`src/rtl/u8sd_pkg.sv`:
```
// Shared types and codes for the legacy UTF-8 stream decoder.
`default_nettype none

package u8sd_pkg;

  // Result status codes
  typedef enum logic [1:0] {
    ST_CHAR    = 2'd0,
    ST_INVALID = 2'd1,
    ST_SHORT   = 2'd2,
    ST_ENDED   = 2'd3
  } status_t;

  // Decoder state carried from beat to beat
  typedef struct packed {
    logic [30:0] partial_value;
    logic [2:0]  bytes_pending;
    logic        stopped;
  } dec_state_t;

  // One step's result, with a flag that says whether a beat goes out
  typedef struct packed {
    logic        emit;
    logic [30:0] code_point;
    status_t     status;
    logic        buffer_end;
  } dec_result_t;

endpackage

`default_nettype wire

```
`src/rtl/u8sd_in_reg.sv`:
```
// Input register stage: holds one byte beat until the decode step takes it.
`default_nettype none

module u8sd_in_reg (
  input  logic       clk,
  input  logic       rst,
  input  logic       in_valid,
  output logic       in_ready,
  input  logic [7:0] byte_in,
  input  logic       buffer_last,
  output logic       held_valid,
  input  logic       held_take,
  output logic [7:0] held_byte,
  output logic       held_last
);

  // Free slot, or the held beat leaves this cycle
  assign in_ready = !held_valid || held_take;

  always_ff @(posedge clk) begin
    if (rst) begin
      held_valid <= 1'b0;
    end else if (in_ready) begin
      held_valid <= in_valid;
    end
  end

  always_ff @(posedge clk) begin
    if (in_valid && in_ready) begin
      held_byte <= byte_in;
      held_last <= buffer_last;
    end
  end

endmodule

`default_nettype wire

```
`src/rtl/u8sd_step.sv`:
```
// Decode step: next state and optional result for one byte.
`default_nettype none

module u8sd_step (
  input  logic                 [7:0] byte_in,
  input  logic                       buffer_last,
  input  u8sd_pkg::dec_state_t       cur,
  output u8sd_pkg::dec_state_t       nxt,
  output u8sd_pkg::dec_result_t      res
);

  logic [2:0]  lead_len;
  logic [4:0]  lead_val;
  logic [30:0] shifted;
  logic [2:0]  pend_dec;
  u8sd_pkg::dec_state_t upd;

  // Lead byte classification; length 0 marks an invalid lead
  always_comb begin
    lead_len = 3'd0;
    lead_val = 5'd0;
    unique case (byte_in) inside
      [8'h00:8'h7F]: lead_len = 3'd1;
      [8'h80:8'hC1]: lead_len = 3'd0;
      [8'hC2:8'hDF]: begin
        lead_len = 3'd2;
        lead_val = byte_in[4:0];
      end
      [8'hE0:8'hEF]: begin
        lead_len = 3'd3;
        lead_val = {1'b0, byte_in[3:0]};
      end
      [8'hF0:8'hF7]: begin
        lead_len = 3'd4;
        lead_val = {2'b0, byte_in[2:0]};
      end
      [8'hF8:8'hFB]: begin
        lead_len = 3'd5;
        lead_val = {3'b0, byte_in[1:0]};
      end
      [8'hFC:8'hFD]: begin
        lead_len = 3'd6;
        lead_val = {4'b0, byte_in[0]};
      end
      default: lead_len = 3'd0;
    endcase
  end

  assign shifted  = {cur.partial_value[24:0], byte_in[5:0]};
  assign pend_dec = cur.bytes_pending - 3'd1;

  always_comb begin
    upd            = cur;
    res.emit       = 1'b0;
    res.code_point = '0;
    res.status     = u8sd_pkg::ST_CHAR;
    res.buffer_end = buffer_last;

    if (cur.stopped) begin
      // Silent until the buffer ends
      if (buffer_last) begin
        res.emit   = 1'b1;
        res.status = u8sd_pkg::ST_ENDED;
      end
    end else if (cur.bytes_pending == 3'd0) begin
      if (lead_len == 3'd1) begin
        res.emit       = 1'b1;
        res.code_point = {23'b0, byte_in};
      end else if (lead_len == 3'd0) begin
        res.emit    = 1'b1;
        res.status  = u8sd_pkg::ST_INVALID;
        upd.stopped = 1'b1;
      end else begin
        upd.partial_value = {26'b0, lead_val};
        upd.bytes_pending = lead_len - 3'd1;
        if (buffer_last) begin
          res.emit   = 1'b1;
          res.status = u8sd_pkg::ST_SHORT;
        end
      end
    end else if (byte_in[7:6] != 2'b10) begin
      // Broken continuation; a zero byte means the text was cut
      res.emit    = 1'b1;
      res.status  = (byte_in == 8'h00) ? u8sd_pkg::ST_SHORT : u8sd_pkg::ST_INVALID;
      upd.stopped = 1'b1;
    end else if (pend_dec == 3'd0) begin
      res.emit          = 1'b1;
      res.code_point    = shifted;
      upd.partial_value = '0;
      upd.bytes_pending = 3'd0;
    end else begin
      upd.partial_value = shifted;
      upd.bytes_pending = pend_dec;
      if (buffer_last) begin
        res.emit   = 1'b1;
        res.status = u8sd_pkg::ST_SHORT;
      end
    end
  end

  // Every buffer end clears the state
  assign nxt = buffer_last ? '0 : upd;

endmodule

`default_nettype wire

```
`src/rtl/utf8_stream_decoder.sv`:
```
// Top level of the legacy UTF-8 stream decoder (up to six-byte sequences).
//
//   channel | signals                                   | role
//   --------+-------------------------------------------+-------------------
//   in      | in_valid, in_ready, byte_in, buffer_last  | one byte per beat
//   out     | out_valid, out_ready, code_point, status, | zero or one result
//           | buffer_end                                | beat per byte
//
// One byte per cycle sustained while the output is not stalled: input register, one decode step, result
// register. A result is registered after its byte leaves the input register; an output stall can hold it there.
// Reset clears both valid flags and the decoder state.
// A stalled result holds its register; bytes that give no result still
// pass through and update the state while the output is stalled.
`default_nettype none

module utf8_stream_decoder (
  input  logic        clk,
  input  logic        rst,
  input  logic        in_valid,
  output logic        in_ready,
  input  logic [7:0]  byte_in,
  input  logic        buffer_last,
  output logic        out_valid,
  input  logic        out_ready,
  output logic [30:0] code_point,
  output logic [1:0]  status,
  output logic        buffer_end
);

  logic       held_valid;
  logic       held_take;
  logic [7:0] held_byte;
  logic       held_last;
  logic       out_free;

  u8sd_pkg::dec_state_t  state;
  u8sd_pkg::dec_state_t  state_next;
  u8sd_pkg::dec_result_t step_res;

  u8sd_in_reg u_in_reg (
    .clk         (clk),
    .rst         (rst),
    .in_valid    (in_valid),
    .in_ready    (in_ready),
    .byte_in     (byte_in),
    .buffer_last (buffer_last),
    .held_valid  (held_valid),
    .held_take   (held_take),
    .held_byte   (held_byte),
    .held_last   (held_last)
  );

  u8sd_step u_step (
    .byte_in     (held_byte),
    .buffer_last (held_last),
    .cur         (state),
    .nxt         (state_next),
    .res         (step_res)
  );

  // Step fires when its result, if any, has a place to go
  assign out_free  = !out_valid || out_ready;
  assign held_take = held_valid && (!step_res.emit || out_free);

  // Decoder state
  always_ff @(posedge clk) begin
    if (rst) begin
      state <= '0;
    end else if (held_take) begin
      state <= state_next;
    end
  end

  // Result register
  always_ff @(posedge clk) begin
    if (rst) begin
      out_valid <= 1'b0;
    end else if (out_free) begin
      out_valid <= held_take && step_res.emit;
    end
  end

  always_ff @(posedge clk) begin
    if (held_take && step_res.emit) begin
      code_point <= step_res.code_point;
      status     <= step_res.status;
      buffer_end <= step_res.buffer_end;
    end
  end

endmodule

`default_nettype wire
```
`config.mk`:
```
export PLATFORM = sky130hd
export DESIGN_NAME = utf8_stream_decoder
export DESIGN_NICKNAME = d
export VERILOG_FILES = /design/src/rtl/u8sd_pkg.sv /design/src/rtl/u8sd_in_reg.sv /design/src/rtl/u8sd_step.sv /design/src/rtl/utf8_stream_decoder.sv
export SDC_FILE = /design/constraint.sdc
export NUM_CORES = 1
export LEC_CHECK = 0
export ABC_CLOCK_PERIOD_IN_PS = 4650
export BUFFER_PORTS_ARGS = -buffer_cell sky130_fd_sc_hd__buf_2
export CAP_MARGIN = 20
export CORE_MARGIN = 5
export CORE_UTILIZATION = 56
export DETAILED_ROUTE_END_ITERATION = 8
export PLACE_DENSITY = 0.85
export SLEW_MARGIN = 30
export SYNTH_ARGS = -nofsm -noshare
export SYNTH_HDL_FRONTEND = slang
export SYNTH_SLANG_ARGS = --single-unit
```
`constraint.sdc`:
```
create_clock -name clk -period 4.65 [get_ports clk]
set_input_delay 0.93 -clock clk [delete_from_list [all_inputs] [get_ports clk]]
set_output_delay 0.93 -clock clk [all_outputs]
set_load 0.02 [all_outputs]
```
======== Yosys cells after proc, flatten, opt, wreduce, memory -nomap -nowiden ========
Cells that the tools add are included.
cells by class
  $add $sub $neg .......................... 2
  order comparisons ....................... 12
  equal/unequal tests ..................... 6
  mux-type cells .......................... 29
  reductions and logical operators ........ 20
operators with widths
  cell                                                                count
  two-way mux 29 bit                                                  4
  two-way mux 28 bit                                                  3
  two-way mux 31 bit                                                  2
  greater-or-equal comparator 8 bit (second input constant)           5
  less-or-equal comparator 8 bit (second input constant)              5
  two-way mux 34 bit                                                  1
  case mux 5 bit (5 select lines)                                     1
  case mux 3 bit (6 select lines)                                     1
  two-way mux 2 bit                                                   8
  logical AND 1 bit                                                   9
  zero test 3 bit                                                     3
  greater-or-equal comparator 8 x 1 -> 1 bit (second input constant)  1
  less-or-equal comparator 8 x 7 -> 1 bit (second input constant)     1
  zero test 8 bit                                                     1
  two-way mux 1 bit                                                   8
  two-way mux 8 bit                                                   1
  inequality test 3 bit (second input constant)                       2
  subtractor 3 x 1 -> 3 bit (second input constant)                   2
  AND reduction 5 bit                                                 1
  == test 3 x 1 -> 1 bit (second input constant)                      1
  zero test 1 bit                                                     3
  logical OR 1 bit                                                    3
  inequality test 3 x 2 -> 1 bit (second input constant)              1
  inequality test 2 x 1 -> 1 bit (second input constant)              1
  inequality test 2 bit (second input constant)                       1
storage, ports and cells
  bits in registers ....................... 74
  input port bits ......................... 13
  output and inout port bits .............. 36
  logic and storage cells ................. 79

======== Logic depth before layout (Yosys ltp) ========
Gate-level depths: netlist of the first run.
  word-level depth ........................ 13
  mapped depth ............................ 11
  depth with buffers taken out ............ 10

======== Modules after synthesis ========
From an unflattened synthesis of the first run, not the netlist that was laid out.
unflattened totals
  cell total of the unflattened synthesis .. 465
  area total of the unflattened synthesis .. 4486.8 µm²
by module, submodules not included
  module               instances  cells an instance  area an instance (µm²)  sequential area each (µm²)
  utf8_stream_decoder  1          191                2667.6                  1741.7
  u8sd_step            1          260                1493.9                  0.0
  u8sd_in_reg          1          14                 325.3                   290.3

======== Least setup slack after synthesis of the first run ========
Ideal clock, no wire load.
  kind .................................... register -> register
  start point ............................. register u_in_reg.held_byte[4]
  end point ............................... register buffer_end (enable)
  setup time .............................. 0.425 ns
  arrival ................................. 3.442 ns
  required time ........................... 4.225 ns
  slack ................................... 0.783 ns
  cell stages (with the launch flop) ...... 9
  path buffers ............................ 0
  period minus slack after synthesis ...... 3.867 ns
  cells stage by stage .................... edfxtp_1 > or4_1 > a21oi_1 > or3_1 > ha_1 > o221ai_4 > o221ai_2 > nand2_1 > nor2_1
between the ends
  word-level cells in the longest chain between the ends .. 12
  elaborated cells on any way between the ends .. 29
  those cells by class .................... 12 x order compare; 1 x eq/ne; 5 x mux; 11 x reduce/logical
ends and longest elaborated chain
  item                                                                        line                       source
  start: declaration                                                          u8sd_in_reg.sv:13          output logic [7:0] held_byte,
  start signal: assignment                                                    u8sd_in_reg.sv:30          held_byte <= byte_in;
  greater-or-equal comparator 8 bit (no source line) (tied with other cells)  n/a
  logical AND 1 bit (no source line)                                          n/a
  case mux 3 bit (6 select lines) (*)                                         u8sd_step.sv:22            unique case (byte_in) inside
  zero test 3 bit                                                             u8sd_step.sv:69            end else if (lead_len == 3'd0) begin
  two-way mux 1 bit                                                           u8sd_step.sv:69
  two-way mux 1 bit (*)                                                       u8sd_step.sv:66            if (lead_len == 3'd1) begin
  two-way mux 34 bit (*)                                                      u8sd_step.sv:65            end else if (cur.bytes_pending == 3'd0) begin
  two-way mux 1 bit (*)                                                       u8sd_step.sv:59            if (cur.stopped) begin
  zero test 1 bit                                                             utf8_stream_decoder.sv:63  assign held_take = held_valid && (!step_res.emit || out_free);
  logical OR 1 bit                                                            utf8_stream_decoder.sv:63
  logical AND 1 bit                                                           utf8_stream_decoder.sv:63
  logical AND 1 bit (*)                                                       utf8_stream_decoder.sv:84  if (held_take && step_res.emit) begin
  end signal: assignment                                                      utf8_stream_decoder.sv:87  buffer_end <= step_res.buffer_end;
  end: declaration                                                            utf8_stream_decoder.sv:27  output logic buffer_end
Every way passes the cells marked *; elsewhere a longest branch is shown, timed or not.
A chain may end at the register's enable or synchronous reset.

======== Worst setup path in the final report of the first run ========
  start point ............................. register u_in_reg.held_byte[3]
  end point ............................... output port in_ready
between the ends
  word-level cells in the longest chain between the ends .. 12
  elaborated cells on any way between the ends .. 29
  those cells by class .................... 12 x order compare; 1 x eq/ne; 5 x mux; 11 x reduce/logical
ends and longest elaborated chain
  item                                                                        line                       source
  greater-or-equal comparator 8 bit (no source line) (tied with other cells)  n/a
  logical AND 1 bit (no source line)                                          n/a
  case mux 3 bit (6 select lines) (*)                                         u8sd_step.sv:22
  zero test 3 bit                                                             u8sd_step.sv:69
  two-way mux 1 bit                                                           u8sd_step.sv:69
  two-way mux 1 bit (*)                                                       u8sd_step.sv:66
  two-way mux 34 bit (*)                                                      u8sd_step.sv:65
  two-way mux 1 bit (*)                                                       u8sd_step.sv:59
  zero test 1 bit (*)                                                         utf8_stream_decoder.sv:63
  logical OR 1 bit (*)                                                        utf8_stream_decoder.sv:63
  logical AND 1 bit (*)                                                       utf8_stream_decoder.sv:63
  logical OR 1 bit (*)                                                        u8sd_in_reg.sv:18          assign in_ready = !held_valid || held_take;
  end: declaration                                                            utf8_stream_decoder.sv:20  output logic in_ready,
Marks and branches as above.

==> results of run 1 <==
## tightest hold or removal path: stages (launching register included)
cell,delay [ps]
dfxtp_1,310
nand2b_1,60
o21ai_1,50
## registers in the layout, indices dropped and copies added (netlist names)
register / count
state: 29
code_point: 31
out_valid: 1
status: 2
buffer_end: 1
u_in_reg.held_byte: 8
u_in_reg.held_valid: 1
u_in_reg.held_last: 1
## per-layer routing
| layer | global-route usage, % | wire length [um] |
|---|---|---|
| met1 | 25.9 | 2970 |
| met2 | 30.7 | 3400 |
| met3 | 4.26 | 358 |
| met4 | 6.83 | 108 |
| met5 | 0 | 0 |
## cell type report
| type | count | area share, % |
|---|---|---|
| sequential | 74 | 50.1 |
| multi-input combinational | 200 | 34.3 |
| timing repair buffer | 51 | 6.98 |
| clock buffer | 9 | 3.24 |
| tap | 75 | 2.46 |
| clock inverter | 7 | 2.03 |
| inverter | 9 | 0.885 |
## layout by cell type, fill, tap and decap left out, types with 3 or more instances in the layout
master	synthesis	routed
a21oi_1	11	11
a31oi_1	5	4
and2_1	28	28
buf_2	3	48
clkbuf_8	0	9
dfxtp_1	31	31
edfxtp_1	43	43
ha_1	6	6
inv_1	9	9
nand2_1	14	14
nand2b_1	24	24
nand3_1	22	22
nor2_1	7	6
nor2b_1	6	6
nor3_1	7	7
o211a_1	3	3
o21ai_0	11	11
o21ai_1	21	21
o2bb2ai_1	4	4
## power groups by stage
| stage | Combinational (mW) | Clock (mW) | Sequential [mW] |
|---|---|---|---|
| final | 0.148 | 0.507 | 0.736 |
| after global routing | 0.162 | 0.544 | 0.740 |
| after CTS | 0.147 | 0.511 | 0.736 |
| after detailed placement | 0.146 | 0 | 0.751 |
| after global placement | 0.143 | 0 | 0.749 |
| after floorplan | 0.0943 | 0 | 0.767 |
## final timing paths
kind,startpoint,endpoint,slack [ps]
worst max-delay path,u_in_reg.held_byte[3],in_ready,780
worst max register to register,u_in_reg.held_byte[3],code_point[27],1390
worst min-delay path,state[24],state[24],460
worst min register to register,state[24],state[24],460
## kinds of logic (layout without fill, tap and decap cells)
kind of cell               count (synthesis)  after routing  share of synthesized area [%]
xor gates and xnor gates                   1              1                          0.261
buffers and inverters                     27             76                           4.28
and+or+nand+nor                          120            120                           21.1
AOI/OAI and AO/OA                         73             73                           15.2
adders and majority gates                  6              6                           2.24
DFF                                       74             74                           56.9
## through the flow
step	std cells	hold slack, ps	cell area, sq um
2_1_floorplan	301	438	3360
3_3_place_gp	408	451	3600
3_5_place_dp	408	458	3600
4_1_cts	424	469	3800
5_1_grt	425	491	3820
6_report	425	462	3820
==> flow_summary_export.csv, run 1 <==
group,metric,value,unit
finish,n_antenna_cell,0,
power,seq_power_share,52.9,%
floorplan,fp.dieW,87.4,um
sta,finalHoldViolCount,0,
power,power.switching,0.368,mW
routing,via_per_inst,5.63,
power,power.internal,1.02,mW
clocking,cts-hold-fix-buffers,0,
power,comb_power_share,10.7,%
critical_path,crit_chain,"or4_1 -> a21oi_1 -> or3_1 -> ha_1 -> o221ai_4 -> o221ai_2 -> nand3_1 -> buf_2",
placement,dp_hpwl,4.50,mm
finish,utilization,64.9,%
yosys,syn_nets,320,
finish,nNetsFinal,364,
global_routing,grt_pass1_vias,2306,
power,total_power,1.39,mW
critical_path,worstSetupPathType,"reg -> out",
outcome,status,"finished, final reports clean",
critical_path,worst_setup_path_start_kind,"flip-flop",
floorplan,die_area,0.00765,sq mm
routing,post_drt_wl_per_cell,16.1,um
sta,worst_slack,781,ps
job,maxCapViolations,0,
global_routing,antenna_found_initial,0,
sta,slew_viol_final,0,
routing,drt_pass1_iterations,5,
routing,routed_wl,6.83,mm
yosys,synth.avg_cell_area,11.2,sq um
critical_path,reg2reg_depth,9,
global_routing,track_usage,19.3,%
critical_path,crit_required,3720,ps
power,p_leak,1.44,nW
clocking,cts_root_buf,"clkbuf_8",
critical_path,cp-end-kind,"primary output",
placement,dp_slack,1290,ps
yosys,synthArstFlopShare,0,%
critical_path,path_delay_family,"simple AND/OR/NAND/NOR gates",
yosys,synthMostInstantiatedCell,"edfxtp_1",
clocking,cts_max_level,3,
yosys,ys_seq_area_share,56.9,%
critical_path,cp_slowest_cell,"or4_1",
routing,vias,2393,
floorplan,std_cell_rows,28,
critical_path,crit_buf_inv,1,
min_path,min_path_cells,2,
sta,tightest_slew,654,ps
routing,detail_route.iter0.violations,191,
yosys,synthesis.area,0.00336,sq mm
sta,final.setup.tns,0,ps
finish,num-fill-cells,444,
sta,relSlewSlack,56.3,%
global_routing,grt_max_degree,47,
global_routing,grt_first_pass_wirelength,11.3,mm
yosys,synth-seq-cells,74,
clocking,cts_sinks,74,
sta,min_period,3870,ps
floorplan,core,0.00589,sq mm
clocking,post_cts_buffers,0,
yosys,synth_enable_flop_cells,43,
clocking,clkTransAtPathRegs,80,ps
finish,multi_input_area,0.00131,sq mm
critical_path,cp.arrival,2940,ps
finish,drive_gt1_share,23.1,%
yosys,synth_cells,301,
floorplan,pin_count,49,
sta,max_freq,258,MHz
power,powerDensity,364,mW/mm^2
finish,area_growth,13.7,%
routing,drc,0,
yosys,yosysWarningCount,0,
yosys,synth_ff_type,"edfxtp_1",
critical_path,slowest_delay,620,ps
power,ir_worst_vdd,181,uV
finish,seqCellArea,0.00191,sq mm
sta,setup_viol,0,
global_routing,overflow,0,
sta,clock_skew,9.57,ps
critical_path,crit_cells,8,
power,swShare,26.5,%
yosys,ys_top_cells_by_area,"edfxtp_1 (38%), dfxtp_1 (18%), and2_1 (5.2%)",
clocking,cts_max_path_buffers,2,
placement,port_buffers,48,
sta,fin_crit_sh,83.2,%
clocking,ctsResizeCount,0,
clocking,cts_tree,"done",
critical_path,crit_fanout,8,
yosys,synth_top_cell_area_share,38.5,%
sta,grt_setup_unrepaired,"false",
routing,ant_nets,0,
power,pwr-share-clk,36.4,%
clocking,insertion_delay,360,ps
floorplan,start_util,57.1,%
min_path,holdCritPathClass,"reg -> reg",
yosys,yosys-top-cells-count,"edfxtp_1 (43), dfxtp_1 (31), and2_1 (28)",
clocking,cts_buffers,9,
placement,gp_congestion,0.883,
floorplan,die_y,87.4,um
yosys,synthDistinctLibCells,48,
yosys,synth_top_area_cell,"edfxtp_1",
(Power assumes the default switching activity.)
==> inputs of run 2 (changes only) <==
--- a/config.mk
+++ b/config.mk
@@ -5,7 +5,7 @@
 export SDC_FILE = /design/constraint.sdc
 export NUM_CORES = 1
 export LEC_CHECK = 0
-export ABC_CLOCK_PERIOD_IN_PS = 4650
+export ABC_CLOCK_PERIOD_IN_PS = 3800
 export BUFFER_PORTS_ARGS = -buffer_cell sky130_fd_sc_hd__buf_2
 export CAP_MARGIN = 20
 export CORE_MARGIN = 5
==> constraint.sdc (replaced) <==
create_clock -name clk -period 3.8 [get_ports clk]
set_input_delay 0.76 -clock clk [delete_from_list [all_inputs] [get_ports clk]]
set_output_delay 0.76 -clock clk [all_outputs]
set_load 0.02 [all_outputs]
==> run 2 against run 1 <==
First-iteration DRC count up 9.9%. Count of clock-buffer cells in the layout unchanged. Non-clock buffer count up 2. Power up 23%. Sequential power up 22%. Combinational power up 26%. Core utilization up 0.085 points. Sequential share of layout area down 0.066 points. Register-to-register slack worse by 800 ps. Wire length down 0.15%. Flip-flop and latch count unchanged. Critical path type unchanged. Critical endpoint unchanged.
==> flow_summary_export.csv, run 2 (synthesized netlist as in run 1, its figures left out) <==
group,metric,value,unit
clocking,cts_sinks,74,
global_routing,antenna_found_initial,0,
power,powerDensity,446,mW/mm^2
floorplan,std_cell_rows,28,
sta,fin_crit_sh,95.9,%
finish,largest_registers,"code_point: 31 flops, state: 29 flops, u_in_reg.held_byte: 8 flops",
routing,post_drt_wl_per_cell,16.0,um
finish,nNetsFinal,366,
placement,dp_slack,659,ps
floorplan,start_util,57.1,%
clocking,cts_buffers,9,
routing,detail_route.iter0.violations,210,
floorplan,die_area,0.00765,sq mm
routing,drt_pass1_iterations,4,
finish,drive_gt1_share,23.3,%
outcome,status,"finished, final reports clean",
job,maxCapViolations,0,
sta,final.setup.tns,0,ps
critical_path,worstSetupPathType,"reg -> out",
critical_path,crit_required,3040,ps
floorplan,fp.dieW,87.4,um
critical_path,r2r-start,"u_in_reg.held_byte[4]",
floorplan,die_y,87.4,um
routing,routed_wl,6.82,mm
routing,drc,0,
finish,most-common-layout-cells,"buf_2 (48), edfxtp_1 (43), dfxtp_1 (31)",
routing,via_per_inst,5.66,
finish,regMostFlops,"code_point",
placement,port_buffers,48,
sta,grt_setup_unrepaired,"false",
global_routing,overflow,0,
clocking,cts_max_path_buffers,2,
sta,relSlewSlack,39.1,%
global_routing,grt_max_degree,35,
power,total_power,1.70,mW
power,p_leak,1.44,nW
critical_path,worst_setup_path_start_kind,"flip-flop",
floorplan,core,0.00589,sq mm
sta,min_period,3650,ps
min_path,min_path_cells,2,
clocking,cts_max_level,3,
routing,ant_nets,0,
routing,vias,2417,
placement,gp_congestion,0.938,
finish,largest_reg_flops,31,
placement,dp_hpwl,4.54,mm
sta,slew_viol_final,0,
clocking,insertion_delay,360,ps
global_routing,grt_pass1_vias,2328,
sta,max_freq,274,MHz
clocking,cts_root_buf,"clkbuf_8",
finish,num-fill-cells,448,
clocking,post_cts_buffers,0,
sta,clock_skew,7.32,ps
min_path,holdPathEnd,"state[26]",
critical_path,cp-end-kind,"primary output",
critical_path,reg2reg_depth,9,
min_path,min-delay-start,"state[26]",
sta,setup_viol,0,
sta,worst_slack,154,ps
critical_path,worstReg2RegEnd,"code_point[9]",
clocking,clkTransAtPathRegs,80,ps
clocking,ctsResizeCount,0,
critical_path,crit_fanout,8,
finish,area_growth,13.9,%
finish,layout_commonest_cell,"buf_2",
sta,finalHoldViolCount,0,
critical_path,cp.arrival,2890,ps
clocking,cts_tree,"done",
finish,n_antenna_cell,0,
clocking,cts-hold-fix-buffers,0,
critical_path,r2r_slack,590,ps
global_routing,grt_first_pass_wirelength,11.1,mm
global_routing,track_usage,19.1,%
floorplan,pin_count,49,
min_path,holdCritPathClass,"reg -> reg",
power,ir_worst_vdd,223,uV
sta,tightest_slew,914,ps
-- run 2: metrics by stage --
stage / std cells / area [sq um] / hold slack, ps / util, %
detailed placement: 411 / 3620 / 459 / 61.5
global route: 427 / 3820 / 495 / 65.0
floorplan: 301 / 3360 / 438 / -
CTS: 427 / 3820 / 473 / 65.0
finish: 427 / 3820 / 474 / 65.0
global placement: 411 / 3620 / 452 / 61.5
-- run 2: power breakdown --
group / leakage [nW] / internal, mW / switching (mW)
Combinational: 0.680 / 0.0653 / 0.120
Sequential: 0.664 / 0.880 / 0.0203
Clock: 0.0998 / 0.307 / 0.312
-- run 2: cell type report --
type | count | area, sq um | share of cell area, %
clock buffer | 9 | 124 | 3.24
clock inverter | 7 | 77.6 | 2.03
inverter | 9 | 33.8 | 0.884
multi-input combinational | 200 | 1310 | 34.1
sequential | 74 | 1910 | 50.0
tap | 75 | 93.8 | 2.45
timing repair buffer | 53 | 278 | 7.26
-- run 2: worst max-delay path by stage --
stage | start | to | slack, ps | cells after the start
3_3_place_gp | u_in_reg.held_byte[4] | in_ready | 770 | 8
2_1_floorplan | u_in_reg.held_byte[4] | buffer_end | 480 | 8
3_5_place_dp | u_in_reg.held_byte[4] | in_ready | 660 | 8
4_1_cts | u_in_reg.held_byte[4] | in_ready | 180 | 8
6_report | u_in_reg.held_byte[4] | in_ready | 150 | 8
5_1_grt | u_in_reg.held_byte[3] | in_ready | 10 | 8
-- run 2: critical path, cell delays in order, from the launching register on --
cell and delay, ps:
edfxtp_1 530, or4_1 590, a21oi_1 190, or3_1 200, ha_1 290, o221ai_4 150, o221ai_2 260, nand3_1 140
buf_2 180
-- run 2: layer usage --
layer / GRT usage, % / up-vias / part of all wire, %
met4: 9.76 / 0 / 2.4
met2: 31.5 / 86 / 49
met5: 0 / - / 0
met3: 4.92 / 18 / 6.0
met1: 23.0 / 1131 / 42
li1: - / 1182 / -
==> inputs of run 3 (changes only) <==
--- a/config.mk
+++ b/config.mk
@@ -8,7 +8,6 @@
 export ABC_CLOCK_PERIOD_IN_PS = 3800
 export BUFFER_PORTS_ARGS = -buffer_cell sky130_fd_sc_hd__buf_2
 export CAP_MARGIN = 20
-export CORE_MARGIN = 5
 export CORE_UTILIZATION = 56
 export DETAILED_ROUTE_END_ITERATION = 8
 export PLACE_DENSITY = 0.85
==> run 3 against run 2 <==
Register-to-register slack gained 60 ps. Core utilization grew 2.5 points. Largest cell class unchanged. Count of clock-buffer cells in the layout is the same.
==> flow_summary_export.csv, run 3 (synthesized netlist as in run 1, its figures left out) <==
group,metric,value,unit
sta,slew_viol_final,0,
critical_path,reg2reg_depth,9,
routing,routed-wl-met3,350,um
routing,via_per_inst,5.75,
power,ir_worst_vdd,241,uV
global_routing,overflow,0,
sta,finalHoldViolCount,0,
placement,dp_hpwl,4.37,mm
critical_path,r2r-start,"u_in_reg.held_byte[3]",
floorplan,fp.dieW,79.4,um
floorplan,pin_count,49,
sta,holdWs,466,ps
routing,post_drt_wl_per_cell,15.4,um
critical_path,cp_slowest_cell,"or4_1",
routing,ant_nets,0,
clocking,clkTransAtPathRegs,80,ps
critical_path,r2r_slack,650,ps
floorplan,die_y,79.4,um
sta,grt_setup_unrepaired,"false",
global_routing,antenna_found_initial,0,
clocking,post_cts_buffers,0,
routing,wl_met1,2.94,mm
floorplan,core,0.00564,sq mm
clocking,insertion_delay,350,ps
placement,dp.cells,406,
placement,port_buffers,48,
power,powerDensity,433,mW/mm^2
job,maxCapViolations,0,
finish,largest_reg_flops,31,
routing,wl_met2,3.08,mm
global_routing,grt_pass1_vias,2246,
global_routing,track_usage,22.6,%
sta,relSlewSlack,41.0,%
min_path,min_path_cells,2,
power,total_power,1.65,mW
critical_path,crit_fanout,8,
finish,most-common-layout-cells,"buf_2 (48), edfxtp_1 (43), dfxtp_1 (31)",
routing,detail_route.iter0.violations,202,
clocking,ctsResizeCount,0,
floorplan,die_area,0.00631,sq mm
global_routing,grt_first_pass_wirelength,10.8,mm
clocking,cts_root_buf,"clkbuf_8",
critical_path,crit_required,3040,ps
finish,finalNonFillerCells,423,
critical_path,cp.arrival,2800,ps
global_routing,grt_max_degree,35,
routing,vias,2431,
critical_path,worstSetupPathType,"reg -> out",
finish,drive_gt1_share,23.1,%
power,p_leak,1.43,nW
finish,layout_commonest_cell,"buf_2",
sta,tightest_slew,886,ps
sta,fin_crit_sh,93.7,%
critical_path,cp-end-kind,"primary output",
sta,worst_slack,238,ps
min_path,min-delay-start,"state[25]",
clocking,cts-hold-fix-buffers,0,
clocking,cts_buffers,9,
finish,area_growth,13.4,%
clocking,cts_max_path_buffers,2,
sta,clock_skew,11.0,ps
placement,gp_congestion,0.869,
routing,drt_pass1_iterations,5,
critical_path,crit_chain,"or4_1 -> a21oi_1 -> or3_1 -> ha_1 -> o221ai_4 -> o221ai_2 -> nand3_1 -> buf_2",
floorplan,std_cell_rows,27,
routing,highest_layer,"met4",
finish,n_antenna_cell,0,
min_path,holdCritPathClass,"reg -> reg",
critical_path,worst_setup_path_start_kind,"flip-flop",
clocking,cts_sinks,74,
critical_path,worstReg2RegEnd,"code_point[19]",
min_path,holdPathEnd,"state[25]",
sta,max_freq,281,MHz
routing,routed_wl,6.51,mm
routing,drc,0,
sta,setup_viol,0,
placement,dp_slack,665,ps
floorplan,start_util,59.5,%
finish,nNetsFinal,365,
clocking,cts_max_level,3,
finish,regMostFlops,"code_point",
outcome,status,"finished, final reports clean",
critical_path,slowest_delay,600,ps
finish,largest_registers,"code_point: 31 flops, state: 29 flops, u_in_reg.held_byte: 8 flops",
sta,min_period,3560,ps
clocking,cts_tree,"done",
sta,final.setup.tns,0,ps
## run 3: worst max-delay path, delay by kind of cell (launching register included)
family | cells | cell delay [ps]
AND/OR/NAND/NOR | 3 | 920
adder cells (fa/ha/maj) | 1 | 290
flip-flops | 1 | 480
AO/OA/AOI/OAI | 3 | 590
buffers and inverters | 1 | 180
## run 3: worst max-delay path by stage
| stage | end | cells after the start | from |
|---|---|---|---|
| after CTS | in_ready | 8 | u_in_reg.held_byte[4] |
| after global placement | in_ready | 8 | u_in_reg.held_byte[3] |
| after global routing | in_ready | 8 | u_in_reg.held_byte[3] |
| after detailed placement | in_ready | 8 | u_in_reg.held_byte[3] |
| final | in_ready | 8 | u_in_reg.held_byte[3] |
| after floorplan | buffer_end | 8 | u_in_reg.held_byte[4] |
## run 3: per-stage QoR
step | utilization [%] | area (sq um)
2_1_floorplan | - | 3360
3_3_place_gp | 64.1 | 3620
3_5_place_dp | 64.1 | 3620
4_1_cts | 67.4 | 3800
5_1_grt | 67.5 | 3810
6_report | 67.5 | 3810
## run 3: final cells by class
class | count | area (sq um)
clock inverter | 7 | 60.1
sequential | 74 | 1910
fill | 392 | 1830
tap | 72 | 90.1
multi-input combinational | 200 | 1310
clock buffer | 9 | 124
inverter | 9 | 33.8
timing repair buffer | 52 | 283
## run 3: layer usage
metal  track usage, %  vias to the layer above
met5                0                        -
met4             10.5                        0
met3             5.26                       17
met2             35.3                       99
met1             29.7                     1133
li1                 -                     1182
## run 3: where the power goes
group          total (mW)  leakage, nW  internal [mW]  switching, mW
clock network       0.564       0.0844          0.247          0.317
logic               0.185        0.679         0.0648          0.120
registers           0.900        0.664          0.880         0.0207
